**config.mk**
```make
export PLATFORM = sky130hd
export DESIGN_NAME = partition_table_reader_top_flat
export DESIGN_NICKNAME = d
export VERILOG_FILES = /design/src/design/ptr_pkg.sv /design/src/design/ptr_if.sv /design/src/design/partition_table_reader_top.sv /design/src/flat_wrapper.sv
export VERILOG_INCLUDE_DIRS = /design/src /design/src/design
export SDC_FILE = /design/constraint.sdc
export NUM_CORES = 2
export LEC_CHECK = 0
export ABC_AREA = 0
export BUFFER_PORTS_ARGS = -buffer_cell sky130_fd_sc_hd__buf_2
export CAP_MARGIN = 20
export CELL_PAD_IN_SITES_DETAIL_PLACEMENT = 2
export CELL_PAD_IN_SITES_GLOBAL_PLACEMENT = 2
export CORE_ASPECT_RATIO = 0.7
export CORE_MARGIN = 2
export CORE_UTILIZATION = 45
export CTS_CLUSTER_DIAMETER = 60
export DETAILED_ROUTE_END_ITERATION = 12
export PLACE_DENSITY_LB_ADDON = 0.1
export SLEW_MARGIN = 5
export SYNTH_ARGS = -nofsm -noshare
export SYNTH_HDL_FRONTEND = slang
export SYNTH_SLANG_ARGS = --single-unit
```
**constraint.sdc**
```tcl
create_clock -name clk_i -period 46 [get_ports clk_i]
set_input_delay 4.6 -clock clk_i [delete_from_list [all_inputs] [get_ports clk_i]]
set_output_delay 4.6 -clock clk_i [all_outputs]
set_load 0.05 [all_outputs]
```
**src/design/partition_table_reader_top_assert.svh**
```systemverilog
// Assertion macros for the partition table reader.
// Uses clk_i and rst_ni of the module that includes this header.
`ifndef PARTITION_TABLE_READER_TOP_ASSERT_SVH
`define PARTITION_TABLE_READER_TOP_ASSERT_SVH

// Checks that cons holds in the same cycle as ante.
`define PTR_ASSERT_IMP(name, ante, cons, msg) \
  name: assert property (@(posedge clk_i) disable iff (!rst_ni) (ante) |-> (cons)) \
    else $error(msg);

// Checks that cons holds in the cycle after ante.
`define PTR_ASSERT_NXT(name, ante, cons, msg) \
  name: assert property (@(posedge clk_i) disable iff (!rst_ni) (ante) |=> (cons)) \
    else $error(msg);

`endif

```
**src/design/ptr_pkg.sv**
```systemverilog
// Package of the partition table reader: result codes, MD5 tables and the result type.
// Depends on nothing; used by the top level and the testbench.
`timescale 1ns / 1ps
`default_nettype none

package ptr_pkg;

  localparam int unsigned MAX_ENTRIES = 95;

  localparam logic [2:0] KIND_ENTRY    = 3'd0;
  localparam logic [2:0] KIND_DONE     = 3'd1;
  localparam logic [2:0] KIND_BAD      = 3'd2;
  localparam logic [2:0] KIND_MISMATCH = 3'd3;
  localparam logic [2:0] KIND_TOO_MANY = 3'd4;

  localparam logic [7:0] MAGIC_DIGEST = 8'hEB;
  localparam logic [7:0] MAGIC_ENTRY0 = 8'hAA;
  localparam logic [7:0] MAGIC_ENTRY1 = 8'h50;

  localparam logic [31:0] MD5_H0 = 32'h67452301;
  localparam logic [31:0] MD5_H1 = 32'hefcdab89;
  localparam logic [31:0] MD5_H2 = 32'h98badcfe;
  localparam logic [31:0] MD5_H3 = 32'h10325476;

  localparam logic [31:0] MD5_K [64] = '{
    32'hd76aa478, 32'he8c7b756, 32'h242070db, 32'hc1bdceee,
    32'hf57c0faf, 32'h4787c62a, 32'ha8304613, 32'hfd469501,
    32'h698098d8, 32'h8b44f7af, 32'hffff5bb1, 32'h895cd7be,
    32'h6b901122, 32'hfd987193, 32'ha679438e, 32'h49b40821,
    32'hf61e2562, 32'hc040b340, 32'h265e5a51, 32'he9b6c7aa,
    32'hd62f105d, 32'h02441453, 32'hd8a1e681, 32'he7d3fbc8,
    32'h21e1cde6, 32'hc33707d6, 32'hf4d50d87, 32'h455a14ed,
    32'ha9e3e905, 32'hfcefa3f8, 32'h676f02d9, 32'h8d2a4c8a,
    32'hfffa3942, 32'h8771f681, 32'h6d9d6122, 32'hfde5380c,
    32'ha4beea44, 32'h4bdecfa9, 32'hf6bb4b60, 32'hbebfbc70,
    32'h289b7ec6, 32'heaa127fa, 32'hd4ef3085, 32'h04881d05,
    32'hd9d4d039, 32'he6db99e5, 32'h1fa27cf8, 32'hc4ac5665,
    32'hf4292244, 32'h432aff97, 32'hab9423a7, 32'hfc93a039,
    32'h655b59c3, 32'h8f0ccc92, 32'hffeff47d, 32'h85845dd1,
    32'h6fa87e4f, 32'hfe2ce6e0, 32'ha3014314, 32'h4e0811a1,
    32'hf7537e82, 32'hbd3af235, 32'h2ad7d2bb, 32'heb86d391
  };

  localparam logic [4:0] MD5_S [16] = '{
    5'd7, 5'd12, 5'd17, 5'd22, 5'd5, 5'd9, 5'd14, 5'd20,
    5'd4, 5'd11, 5'd16, 5'd23, 5'd6, 5'd10, 5'd15, 5'd21
  };

  typedef struct packed {
    logic [2:0]  result_kind;
    logic [7:0]  part_type;
    logic [7:0]  part_subtype;
    logic [31:0] part_offset;
    logic [31:0] part_size;
    logic [63:0] label_low;
    logic [63:0] label_high;
    logic        is_encrypted;
    logic        is_readonly;
    logic [6:0]  entry_count;
    logic        ends_table;
  } result_t;

  function automatic result_t plain_result(logic [2:0] kind, logic [6:0] count);
    result_t r;
    r = '0;
    r.result_kind = kind;
    r.entry_count = count;
    r.ends_table  = 1'b1;
    return r;
  endfunction

endpackage

`default_nettype wire

```
**src/design/ptr_if.sv**
```systemverilog
// Channel interfaces of the partition table reader: input bytes, results, configuration.
// Depends on nothing.
`timescale 1ns / 1ps
`default_nettype none

interface ptr_in_if;
  logic       valid;
  logic       ready;
  logic [7:0] data_byte;
  logic       last_byte;
  modport source (output valid, output data_byte, output last_byte, input ready);
  modport sink (input valid, input data_byte, input last_byte, output ready);
endinterface

interface ptr_out_if;
  logic        valid;
  logic        ready;
  logic [2:0]  result_kind;
  logic [7:0]  part_type;
  logic [7:0]  part_subtype;
  logic [31:0] part_offset;
  logic [31:0] part_size;
  logic [63:0] label_low;
  logic [63:0] label_high;
  logic        is_encrypted;
  logic        is_readonly;
  logic [6:0]  entry_count;
  logic        ends_table;
  modport source (output valid, output result_kind, output part_type, output part_subtype,
                  output part_offset, output part_size, output label_low, output label_high,
                  output is_encrypted, output is_readonly, output entry_count,
                  output ends_table, input ready);
  modport sink (input valid, input result_kind, input part_type, input part_subtype,
                input part_offset, input part_size, input label_low, input label_high,
                input is_encrypted, input is_readonly, input entry_count,
                input ends_table, output ready);
endinterface

interface ptr_cfg_if;
  logic valid;
  logic ready;
  logic check_digest;
  modport source (output valid, output check_digest, input ready);
  modport sink (input valid, input check_digest, output ready);
endinterface

`default_nettype wire

```
**src/design/partition_table_reader_top.sv**
```systemverilog
// A byte that does not complete a slot is taken in IDLE; a completed slot passes EVAL,
// then the MD5 rounds and FIN when an entry closes a 64-byte block (with CMP for a checked
// digest), then POST. Throughput: one byte per cycle inside a slot while no result waits;
// the shared MD5 round unit (states RND_A and RND_B per round, 64 rounds) stalls input.
// Reset: asynchronous, active low; clears all control state and sets check_digest to 1.
`timescale 1ns / 1ps
`default_nettype none

module partition_table_reader_top import ptr_pkg::*; (
  input  wire       clk_i,
  input  wire       rst_ni,
  ptr_in_if.sink    in_i,
  ptr_out_if.source out_o,
  ptr_cfg_if.sink   cfg_i
);

`include "partition_table_reader_top_assert.svh"

  localparam logic [2:0] ST_IDLE  = 3'd0;
  localparam logic [2:0] ST_EVAL  = 3'd1;
  localparam logic [2:0] ST_RND_A = 3'd2;
  localparam logic [2:0] ST_RND_B = 3'd3;
  localparam logic [2:0] ST_FIN   = 3'd4;
  localparam logic [2:0] ST_CMP   = 3'd5;
  localparam logic [2:0] ST_POST  = 3'd6;

  logic [2:0]  state_q;
  logic [4:0]  pos_q;
  logic [6:0]  total_q;
  logic [11:0] hashed_q;
  logic        halted_q;
  logic        last_q;
  logic        check_q;
  logic        fin_q;
  logic [5:0]  round_q;
  logic [31:0] chain_q [4];
  logic [31:0] a_q, b_q, c_q, d_q, t_q;
  logic        out_valid_q;
  result_t     res_q;
  logic [7:0]  slot_q [32];
  logic [31:0] pend_q [8];

  logic        in_acc;
  logic [31:0] slot_w [8];
  logic        all_ff;
  logic        is_entry;
  logic [3:0]  g;
  logic [31:0] f;
  logic [31:0] m;
  logic [31:0] len_w;
  logic [63:0] rot_dbl;
  logic        mismatch;
  logic        copy_pend;
  result_t     entry_res;

  assign in_acc    = in_i.valid && in_i.ready;
  assign in_i.ready = (state_q == ST_IDLE) && !out_valid_q;
  assign cfg_i.ready = 1'b1;

  always_comb begin
    all_ff = 1'b1;
    for (int i = 0; i < 32; i++) begin
      all_ff = all_ff & (&slot_q[i]);
    end
    for (int w = 0; w < 8; w++) begin
      slot_w[w] = {slot_q[4*w+3], slot_q[4*w+2], slot_q[4*w+1], slot_q[4*w]};
    end
  end

  assign is_entry = (slot_q[0] == MAGIC_ENTRY0) && (slot_q[1] == MAGIC_ENTRY1);
  assign copy_pend = (state_q == ST_EVAL) && !all_ff && is_entry &&
                     (total_q < 7'(MAX_ENTRIES)) && !hashed_q[5];
  assign len_w = {17'd0, hashed_q, 3'd0};

  always_comb begin
    case (round_q[5:4])
      2'd0: begin
        f = (b_q & c_q) | (~b_q & d_q);
        g = round_q[3:0];
      end
      2'd1: begin
        f = (d_q & b_q) | (~d_q & c_q);
        g = 4'(5 * round_q[3:0] + 1);
      end
      2'd2: begin
        f = b_q ^ c_q ^ d_q;
        g = 4'(3 * round_q[3:0] + 5);
      end
      default: begin
        f = c_q ^ (b_q | ~d_q);
        g = 4'(7 * round_q[3:0]);
      end
    endcase
    if (!fin_q) begin
      m = g[3] ? slot_w[g[2:0]] : pend_q[g[2:0]];
    end else if (hashed_q[5]) begin
      if (!g[3]) begin
        m = pend_q[g[2:0]];
      end else if (g == 4'd8) begin
        m = 32'h80;
      end else if (g == 4'd14) begin
        m = len_w;
      end else begin
        m = '0;
      end
    end else begin
      if (g == 4'd0) begin
        m = 32'h80;
      end else if (g == 4'd14) begin
        m = len_w;
      end else begin
        m = '0;
      end
    end
  end

  assign rot_dbl  = {t_q, t_q} << MD5_S[{round_q[5:4], round_q[1:0]}];
  assign mismatch = (a_q != slot_w[4]) || (b_q != slot_w[5]) ||
                    (c_q != slot_w[6]) || (d_q != slot_w[7]);

  always_comb begin
    entry_res = '0;
    entry_res.result_kind  = KIND_ENTRY;
    entry_res.part_type    = slot_q[2];
    entry_res.part_subtype = slot_q[3];
    entry_res.part_offset  = slot_w[1];
    entry_res.part_size    = slot_w[2];
    entry_res.label_low    = {slot_w[4], slot_w[3]};
    entry_res.label_high   = {slot_w[6], slot_w[5]};
    entry_res.is_encrypted = slot_q[28][0];
    entry_res.is_readonly  = slot_q[28][1];
    entry_res.entry_count  = 7'(total_q + 7'd1);
    entry_res.ends_table   = 1'b0;
  end

  always_ff @(posedge clk_i) begin
    if (in_acc && !halted_q) begin
      slot_q[pos_q] <= in_i.data_byte;
    end
    if (copy_pend) begin
      for (int w = 0; w < 8; w++) begin
        pend_q[w] <= slot_w[w];
      end
    end
  end

  always_ff @(posedge clk_i or negedge rst_ni) begin
    if (!rst_ni) begin
      state_q     <= ST_IDLE;
      pos_q       <= '0;
      total_q     <= '0;
      hashed_q    <= '0;
      halted_q    <= 1'b0;
      last_q      <= 1'b0;
      check_q     <= 1'b1;
      fin_q       <= 1'b0;
      round_q     <= '0;
      chain_q     <= '{MD5_H0, MD5_H1, MD5_H2, MD5_H3};
      a_q         <= '0;
      b_q         <= '0;
      c_q         <= '0;
      d_q         <= '0;
      t_q         <= '0;
      out_valid_q <= 1'b0;
      res_q       <= '0;
    end else begin
      if (cfg_i.valid) begin
        check_q <= cfg_i.check_digest;
      end
      if (out_valid_q && out_o.ready) begin
        out_valid_q <= 1'b0;
      end
      case (state_q)
        ST_IDLE: begin
          if (in_acc) begin
            last_q <= in_i.last_byte;
            if (halted_q) begin
              if (in_i.last_byte) begin
                state_q <= ST_POST;
              end
            end else if (pos_q == 5'd31) begin
              pos_q   <= '0;
              state_q <= ST_EVAL;
            end else begin
              pos_q <= pos_q + 5'd1;
              if (in_i.last_byte) begin
                state_q <= ST_POST;
              end
            end
          end
        end
        ST_EVAL: begin
          state_q <= ST_POST;
          if (all_ff) begin
            res_q       <= plain_result(KIND_DONE, total_q);
            out_valid_q <= 1'b1;
            halted_q    <= 1'b1;
          end else if (slot_q[0] == MAGIC_DIGEST && slot_q[1] == MAGIC_DIGEST) begin
            if (check_q) begin
              fin_q   <= 1'b1;
              round_q <= '0;
              a_q     <= chain_q[0];
              b_q     <= chain_q[1];
              c_q     <= chain_q[2];
              d_q     <= chain_q[3];
              state_q <= ST_RND_A;
            end
          end else if (!is_entry) begin
            res_q       <= plain_result(KIND_BAD, total_q);
            out_valid_q <= 1'b1;
            halted_q    <= 1'b1;
          end else if (total_q >= 7'(MAX_ENTRIES)) begin
            res_q       <= plain_result(KIND_TOO_MANY, total_q);
            out_valid_q <= 1'b1;
            halted_q    <= 1'b1;
          end else begin
            total_q     <= total_q + 7'd1;
            res_q       <= entry_res;
            out_valid_q <= 1'b1;
            hashed_q    <= hashed_q + 12'd32;
            if (hashed_q[5]) begin
              fin_q   <= 1'b0;
              round_q <= '0;
              a_q     <= chain_q[0];
              b_q     <= chain_q[1];
              c_q     <= chain_q[2];
              d_q     <= chain_q[3];
              state_q <= ST_RND_A;
            end
          end
        end
        ST_RND_A: begin
          t_q     <= f + a_q + MD5_K[round_q] + m;
          state_q <= ST_RND_B;
        end
        ST_RND_B: begin
          a_q     <= d_q;
          d_q     <= c_q;
          c_q     <= b_q;
          b_q     <= b_q + rot_dbl[63:32];
          round_q <= round_q + 6'd1;
          state_q <= (round_q == 6'd63) ? ST_FIN : ST_RND_A;
        end
        ST_FIN: begin
          if (fin_q) begin
            a_q     <= chain_q[0] + a_q;
            b_q     <= chain_q[1] + b_q;
            c_q     <= chain_q[2] + c_q;
            d_q     <= chain_q[3] + d_q;
            state_q <= ST_CMP;
          end else begin
            chain_q <= '{chain_q[0] + a_q, chain_q[1] + b_q,
                         chain_q[2] + c_q, chain_q[3] + d_q};
            state_q <= ST_POST;
          end
        end
        ST_CMP: begin
          if (mismatch) begin
            res_q       <= plain_result(KIND_MISMATCH, total_q);
            out_valid_q <= 1'b1;
            halted_q    <= 1'b1;
          end
          state_q <= ST_POST;
        end
        ST_POST: begin
          if (!last_q) begin
            state_q <= ST_IDLE;
          end else if (halted_q || !out_valid_q) begin
            if (!halted_q) begin
              res_q       <= plain_result(KIND_DONE, total_q);
              out_valid_q <= 1'b1;
            end
            pos_q    <= '0;
            total_q  <= '0;
            hashed_q <= '0;
            halted_q <= 1'b0;
            chain_q  <= '{MD5_H0, MD5_H1, MD5_H2, MD5_H3};
            state_q  <= ST_IDLE;
          end
        end
        default: begin
          state_q <= ST_IDLE;
        end
      endcase
    end
  end

  assign out_o.valid        = out_valid_q;
  assign out_o.result_kind  = res_q.result_kind;
  assign out_o.part_type    = res_q.part_type;
  assign out_o.part_subtype = res_q.part_subtype;
  assign out_o.part_offset  = res_q.part_offset;
  assign out_o.part_size    = res_q.part_size;
  assign out_o.label_low    = res_q.label_low;
  assign out_o.label_high   = res_q.label_high;
  assign out_o.is_encrypted = res_q.is_encrypted;
  assign out_o.is_readonly  = res_q.is_readonly;
  assign out_o.entry_count  = res_q.entry_count;
  assign out_o.ends_table   = res_q.ends_table;

  `PTR_ASSERT_IMP(a_err_ends, out_valid_q && res_q.result_kind != KIND_ENTRY,
                  res_q.ends_table, "A non-entry result must end the table.")
  `PTR_ASSERT_IMP(a_total_max, 1'b1, total_q <= 7'(MAX_ENTRIES),
                  "The entry count exceeds its maximum.")
  `PTR_ASSERT_NXT(a_halt_quiet, in_acc && halted_q, !out_valid_q,
                  "A byte dropped after a stop produced a result.")
  `PTR_ASSERT_IMP(a_busy_hash, state_q == ST_RND_A || state_q == ST_RND_B,
                  !in_i.ready, "A byte was offered as accepted while hashing.")

endmodule

`default_nettype wire

```
**src/flat_wrapper.sv**
```systemverilog
// flat-port wrapper written by rule: the top's interface ports become plain ports
module partition_table_reader_top_flat import ptr_pkg::*;
  (clk_i, rst_ni, in_i_valid, in_i_data_byte, in_i_last_byte, in_i_ready, out_o_valid, out_o_result_kind, out_o_part_type, out_o_part_subtype, out_o_part_offset, out_o_part_size, out_o_label_low, out_o_label_high, out_o_is_encrypted, out_o_is_readonly, out_o_entry_count, out_o_ends_table, out_o_ready, cfg_i_valid, cfg_i_check_digest, cfg_i_ready);
  ptr_in_if in_i_i ();
  ptr_out_if out_o_i ();
  ptr_cfg_if cfg_i_i ();
  input  wire clk_i;
  input  wire rst_ni;
  input wire logic [$bits(in_i_i.valid)-1:0] in_i_valid;
  input wire logic [$bits(in_i_i.data_byte)-1:0] in_i_data_byte;
  input wire logic [$bits(in_i_i.last_byte)-1:0] in_i_last_byte;
  output wire logic [$bits(in_i_i.ready)-1:0] in_i_ready;
  output wire logic [$bits(out_o_i.valid)-1:0] out_o_valid;
  output wire logic [$bits(out_o_i.result_kind)-1:0] out_o_result_kind;
  output wire logic [$bits(out_o_i.part_type)-1:0] out_o_part_type;
  output wire logic [$bits(out_o_i.part_subtype)-1:0] out_o_part_subtype;
  output wire logic [$bits(out_o_i.part_offset)-1:0] out_o_part_offset;
  output wire logic [$bits(out_o_i.part_size)-1:0] out_o_part_size;
  output wire logic [$bits(out_o_i.label_low)-1:0] out_o_label_low;
  output wire logic [$bits(out_o_i.label_high)-1:0] out_o_label_high;
  output wire logic [$bits(out_o_i.is_encrypted)-1:0] out_o_is_encrypted;
  output wire logic [$bits(out_o_i.is_readonly)-1:0] out_o_is_readonly;
  output wire logic [$bits(out_o_i.entry_count)-1:0] out_o_entry_count;
  output wire logic [$bits(out_o_i.ends_table)-1:0] out_o_ends_table;
  input wire logic [$bits(out_o_i.ready)-1:0] out_o_ready;
  input wire logic [$bits(cfg_i_i.valid)-1:0] cfg_i_valid;
  input wire logic [$bits(cfg_i_i.check_digest)-1:0] cfg_i_check_digest;
  output wire logic [$bits(cfg_i_i.ready)-1:0] cfg_i_ready;
  assign in_i_i.valid = in_i_valid;
  assign in_i_i.data_byte = in_i_data_byte;
  assign in_i_i.last_byte = in_i_last_byte;
  assign in_i_ready = in_i_i.ready;
  assign out_o_valid = out_o_i.valid;
  assign out_o_result_kind = out_o_i.result_kind;
  assign out_o_part_type = out_o_i.part_type;
  assign out_o_part_subtype = out_o_i.part_subtype;
  assign out_o_part_offset = out_o_i.part_offset;
  assign out_o_part_size = out_o_i.part_size;
  assign out_o_label_low = out_o_i.label_low;
  assign out_o_label_high = out_o_i.label_high;
  assign out_o_is_encrypted = out_o_i.is_encrypted;
  assign out_o_is_readonly = out_o_i.is_readonly;
  assign out_o_entry_count = out_o_i.entry_count;
  assign out_o_ends_table = out_o_i.ends_table;
  assign out_o_i.ready = out_o_ready;
  assign cfg_i_i.valid = cfg_i_valid;
  assign cfg_i_i.check_digest = cfg_i_check_digest;
  assign cfg_i_ready = cfg_i_i.ready;
  partition_table_reader_top u_core (.clk_i(clk_i), .rst_ni(rst_ni), .in_i(in_i_i), .out_o(out_o_i), .cfg_i(cfg_i_i));
endmodule
```
==> metrics.cfg <==
[cts]
post-cts-setup-buffers = 0
cts_resized = 0
clkTransAtPathRegs_ns = 0.06
clockRootBuffer = clkbuf_16
clockBufferDepth = 3
cts-buffers-inserted = 115
cts_hold_buf = 0
cts.sinks = 1054
cts_tree = built
h-tree-depth = 3
clk-insertion-delay-late_ns = 0.81

[routing]
via_count = 57780
wire_per_inst_microns = 40.09
dr.pass1.iters = 6
drtIter0Drc = 8972
final_antenna_net_count = 0
drc = 0
avgViaCountPerCell = 7.099
finalWirelength_microns = 326300

[finish]
nets = 6478
synthToLayoutAreaGrowth_pct = 11.78
drive_gt1_share_pct = 14.72
fin_cells = 8140

[sta]
period_share_pct = 23.56
tns_ns = 0
fin_ws_ns = 35.16
rsz0062_at_grt = false
slew_violations = 0
worstMarginPinSlew_ns = 1.290
skew_ns = 0.07113
timing.fmax_ghz = 0.09226
slew_headroom_pct = 13.52
hold_violations = 0
fin_crit_ns = 10.84
finalSetupViolCount = 0

[worst_setup_path]
worstReg2RegEnd = u_core.t_q[29]
setup.worst_path.class = reg2reg
critPathSlowestCell = ha_1
cp.buffers_inverters = 5
startpoint_type = flop
rrSetupSlack_ns = 35.16
r2r_cells = 24
endpoint_kind = flop
critPathMaxStageDelay_ns = 0.91
path_max_fanout = 61
crit-reg2reg-launch = u_core.round_q[0]
cp.arrival_ns = 11.51
cp.depth = 24
timing.critical_path.to = u_core.t_q[29]
crit_family = compound AO/OA/AOI/OAI gates
worstSetupStartpoint = u_core.round_q[0]
crit_required_ns = 46.68
worstPathCellList = clkinv_1 > ha_1 > inv_1 > o21ai_1 > and2_4 > buf_4 > buf_4 > mux4_2 > mux2i_1 > o32ai_1 > fa_1 > fa_1 > ha_1 > inv_1 > fa_1 > nand2b_1 > a21oi_1 > o211ai_1 > a211oi_1 > o21ai_0 > a41oi_1 > o21bai_1 > a211o_1 > nand3_1
cp_common_cell = fa_1

[logic_synthesis]
async_reset_ff_share_pct = 51.42
syn-num-nets = 6379
yosysSeqAreaShare_pct = 46.32
netlist_area_sq_mm = 0.06264
synth_top_area_cell = edfxtp_1
yosysWarnings = 0
synth_common_cells = nand2_1 (860), edfxtp_1 (512), dfrtp_1 (477)
ys_seq_elements = 1054
synth.distinct_cells = 96
synth-edff-count = 512
syn_inst = 6067
synth_area_leaders = edfxtp_1 (25%), dfrtp_1 (19%), mux4_2 (5.4%)
yosysMostFrequentCell = nand2_1
synth_top_area_share_pct = 24.54
synth-main-ff-cell = edfxtp_1
syn_area_per_cell_sq_um = 10.33

[global_routing]
grt_pass1_wl_microns = 455600
grt_max_degree = 122
grt_pass1_vias = 57990
grt.total_usage_pct = 44.92
antenna_found_initial = 29
gr-total-overflow = 0

[die]
core_area_sq_mm = 0.1381
die_width_microns = 449.9
start_util_pct = 45.37
rows = 114
die_area_sq_mm = 0.1423
ios = 239
die_y_microns = 316.2

[placement]
dp_hpwl_microns = 235300
routabilityCongestion = 1.024
pre_cts_slack_ns = 35.69
io_buffers = 237
dp.cells = 7892

[worst_hold_path]
min_path_type = reg2reg

[job]
drv_cap = 0

[status]
outcome = complete, no violations

==> worst min path at each step <==
stage,from,endpoint,slack (ns),cells past startpoint
3_3_place_gp,u_core.out_o.result_kind[0],u_core.out_o.result_kind[0],0.46,1
5_1_grt,u_core.out_o.label_high[52],u_core.out_o.label_high[52],0.51,2
6_report,u_core.out_o.entry_count[5],u_core.out_o.entry_count[5],0.49,2
3_5_place_dp,u_core.out_o.label_high[52],u_core.out_o.label_high[52],0.47,2
2_1_floorplan,u_core.slot_q[1][6],u_core.pend_q[0][14],0.44,0
4_1_cts,u_core.out_o.label_high[7],u_core.out_o.label_high[7],0.49,2
==> per-stage QoR <==
stage | area (sq um) | util, % | hold WS (ns)
5_1_grt | 69990 | 50.69 | 0.5145
6_report | 70020 | 50.71 | 0.4880
3_5_place_dp | 65860 | 47.70 | 0.4735
4_1_cts | 69840 | 50.58 | 0.4889
2_1_floorplan | 62640 | - | 0.4362
3_3_place_gp | 65840 | 47.68 | 0.4595
==> per-layer routing <==
metal  vias up  track usage [%]  part of all wire (%)
met3       846            18.66                    14
met1     30260            62.24                    40
li1      22770                -                     -
met5         -            2.962                  0.32
met4        32            16.61                   4.3
met2      3879            62.36                    41
==> worst reg2reg max path, stage by stage (launching register included) <==
cell and delay (ns):
dfrtp_1 0.90, clkinv_1 0.89, ha_1 0.91, inv_1 0.23, o21ai_1 0.23, and2_4 0.56
buf_4 0.59, buf_4 0.84, mux4_2 0.40, mux2i_1 0.10, o32ai_1 0.49, fa_1 0.52
fa_1 0.49, ha_1 0.19, inv_1 0.07, fa_1 0.46, nand2b_1 0.20, a21oi_1 0.34
o211ai_1 0.21, a211oi_1 0.68, o21ai_0 0.23, a41oi_1 0.66, o21bai_1 0.18, a211o_1 0.33
nand3_1 0.07
==> cell usage in the layout (no fill, tap or decap), types with 25 or more instances in the layout <==
master	synthesis	routed
xnor2_1	120	119
a21oi_1	352	350
xor2_1	182	182
nor4_1	52	51
o21ai_0	224	224
nor2b_1	31	29
inv_1	118	116
a31oi_1	142	142
a22o_1	61	61
buf_2	27	238
mux4_2	149	149
mux2_2	38	38
a21o_1	87	87
dfrtp_1	477	474
or3_1	28	28
ha_1	225	225
clkbuf_16	0	120
nand4_1	98	98
a221oi_1	52	52
fa_1	72	72
edfxtp_1	512	512
nor2_1	407	402
o21ai_1	250	249
o21bai_1	26	26
nor3_1	67	66
a22oi_1	71	71
o22a_1	34	34
a311oi_1	25	25
o21a_1	39	39
nand3_1	126	126
mux2i_1	126	124
and3_1	60	59
o221a_2	26	26
a211oi_1	46	46
nand2_1	860	858
o211ai_1	36	36
nand2b_1	30	29
dfstp_2	65	65
buf_4	2	162
maj3_1	31	31
==> layout make-up <==
| type | count | area (sq um) |
|---|---|---|
| Antenna cell | 15 | 37.54 |
| Clock buffer | 159 | 3299 |
| Clock inverter | 61 | 680.7 |
| Fill cell | 13980 | 68050 |
| Inverter | 124 | 465.4 |
| Multi-Input combinational cell | 4463 | 31660 |
| Sequential cell | 1054 | 29030 |
| Tap cell | 1856 | 2322 |
| Timing Repair Buffer | 408 | 2527 |
==> cells by family (layout without fill, tap and decap cells) <==
family	after synthesis	in the layout	synth area share (%)
DFF	1054	1054	46.32
xor gates and xnor gates	305	305	4.336
adders and majority gates	328	328	7.290
muxes	320	320	8.297
buffers and inverters	550	752	3.391
and+or+nand+nor	1836	1836	13.02
AOI/OAI and AO/OA	1673	1673	17.33
other	1	16	0.005986
==> sequential cells by signal, indices dropped and copies added (netlist names), 8 cells and up <==
name                       flops
u_core.out_o.part_size        32
u_core.out_o.part_offset      32
u_core.slot_q                256
u_core.pend_q                256
u_core.chain_q               128
u_core.d_q                    32
u_core.b_q                    32
u_core.out_o.label_high       64
u_core.t_q                    32
u_core.out_o.label_low        64
u_core.a_q                    32
u_core.out_o.part_subtype      8
u_core.c_q                    32
u_core.out_o.part_type         8
Power is left out: the tool's default activity adds up to more than one toggle a clock period on the data nets, which glitch-free logic cannot reach.
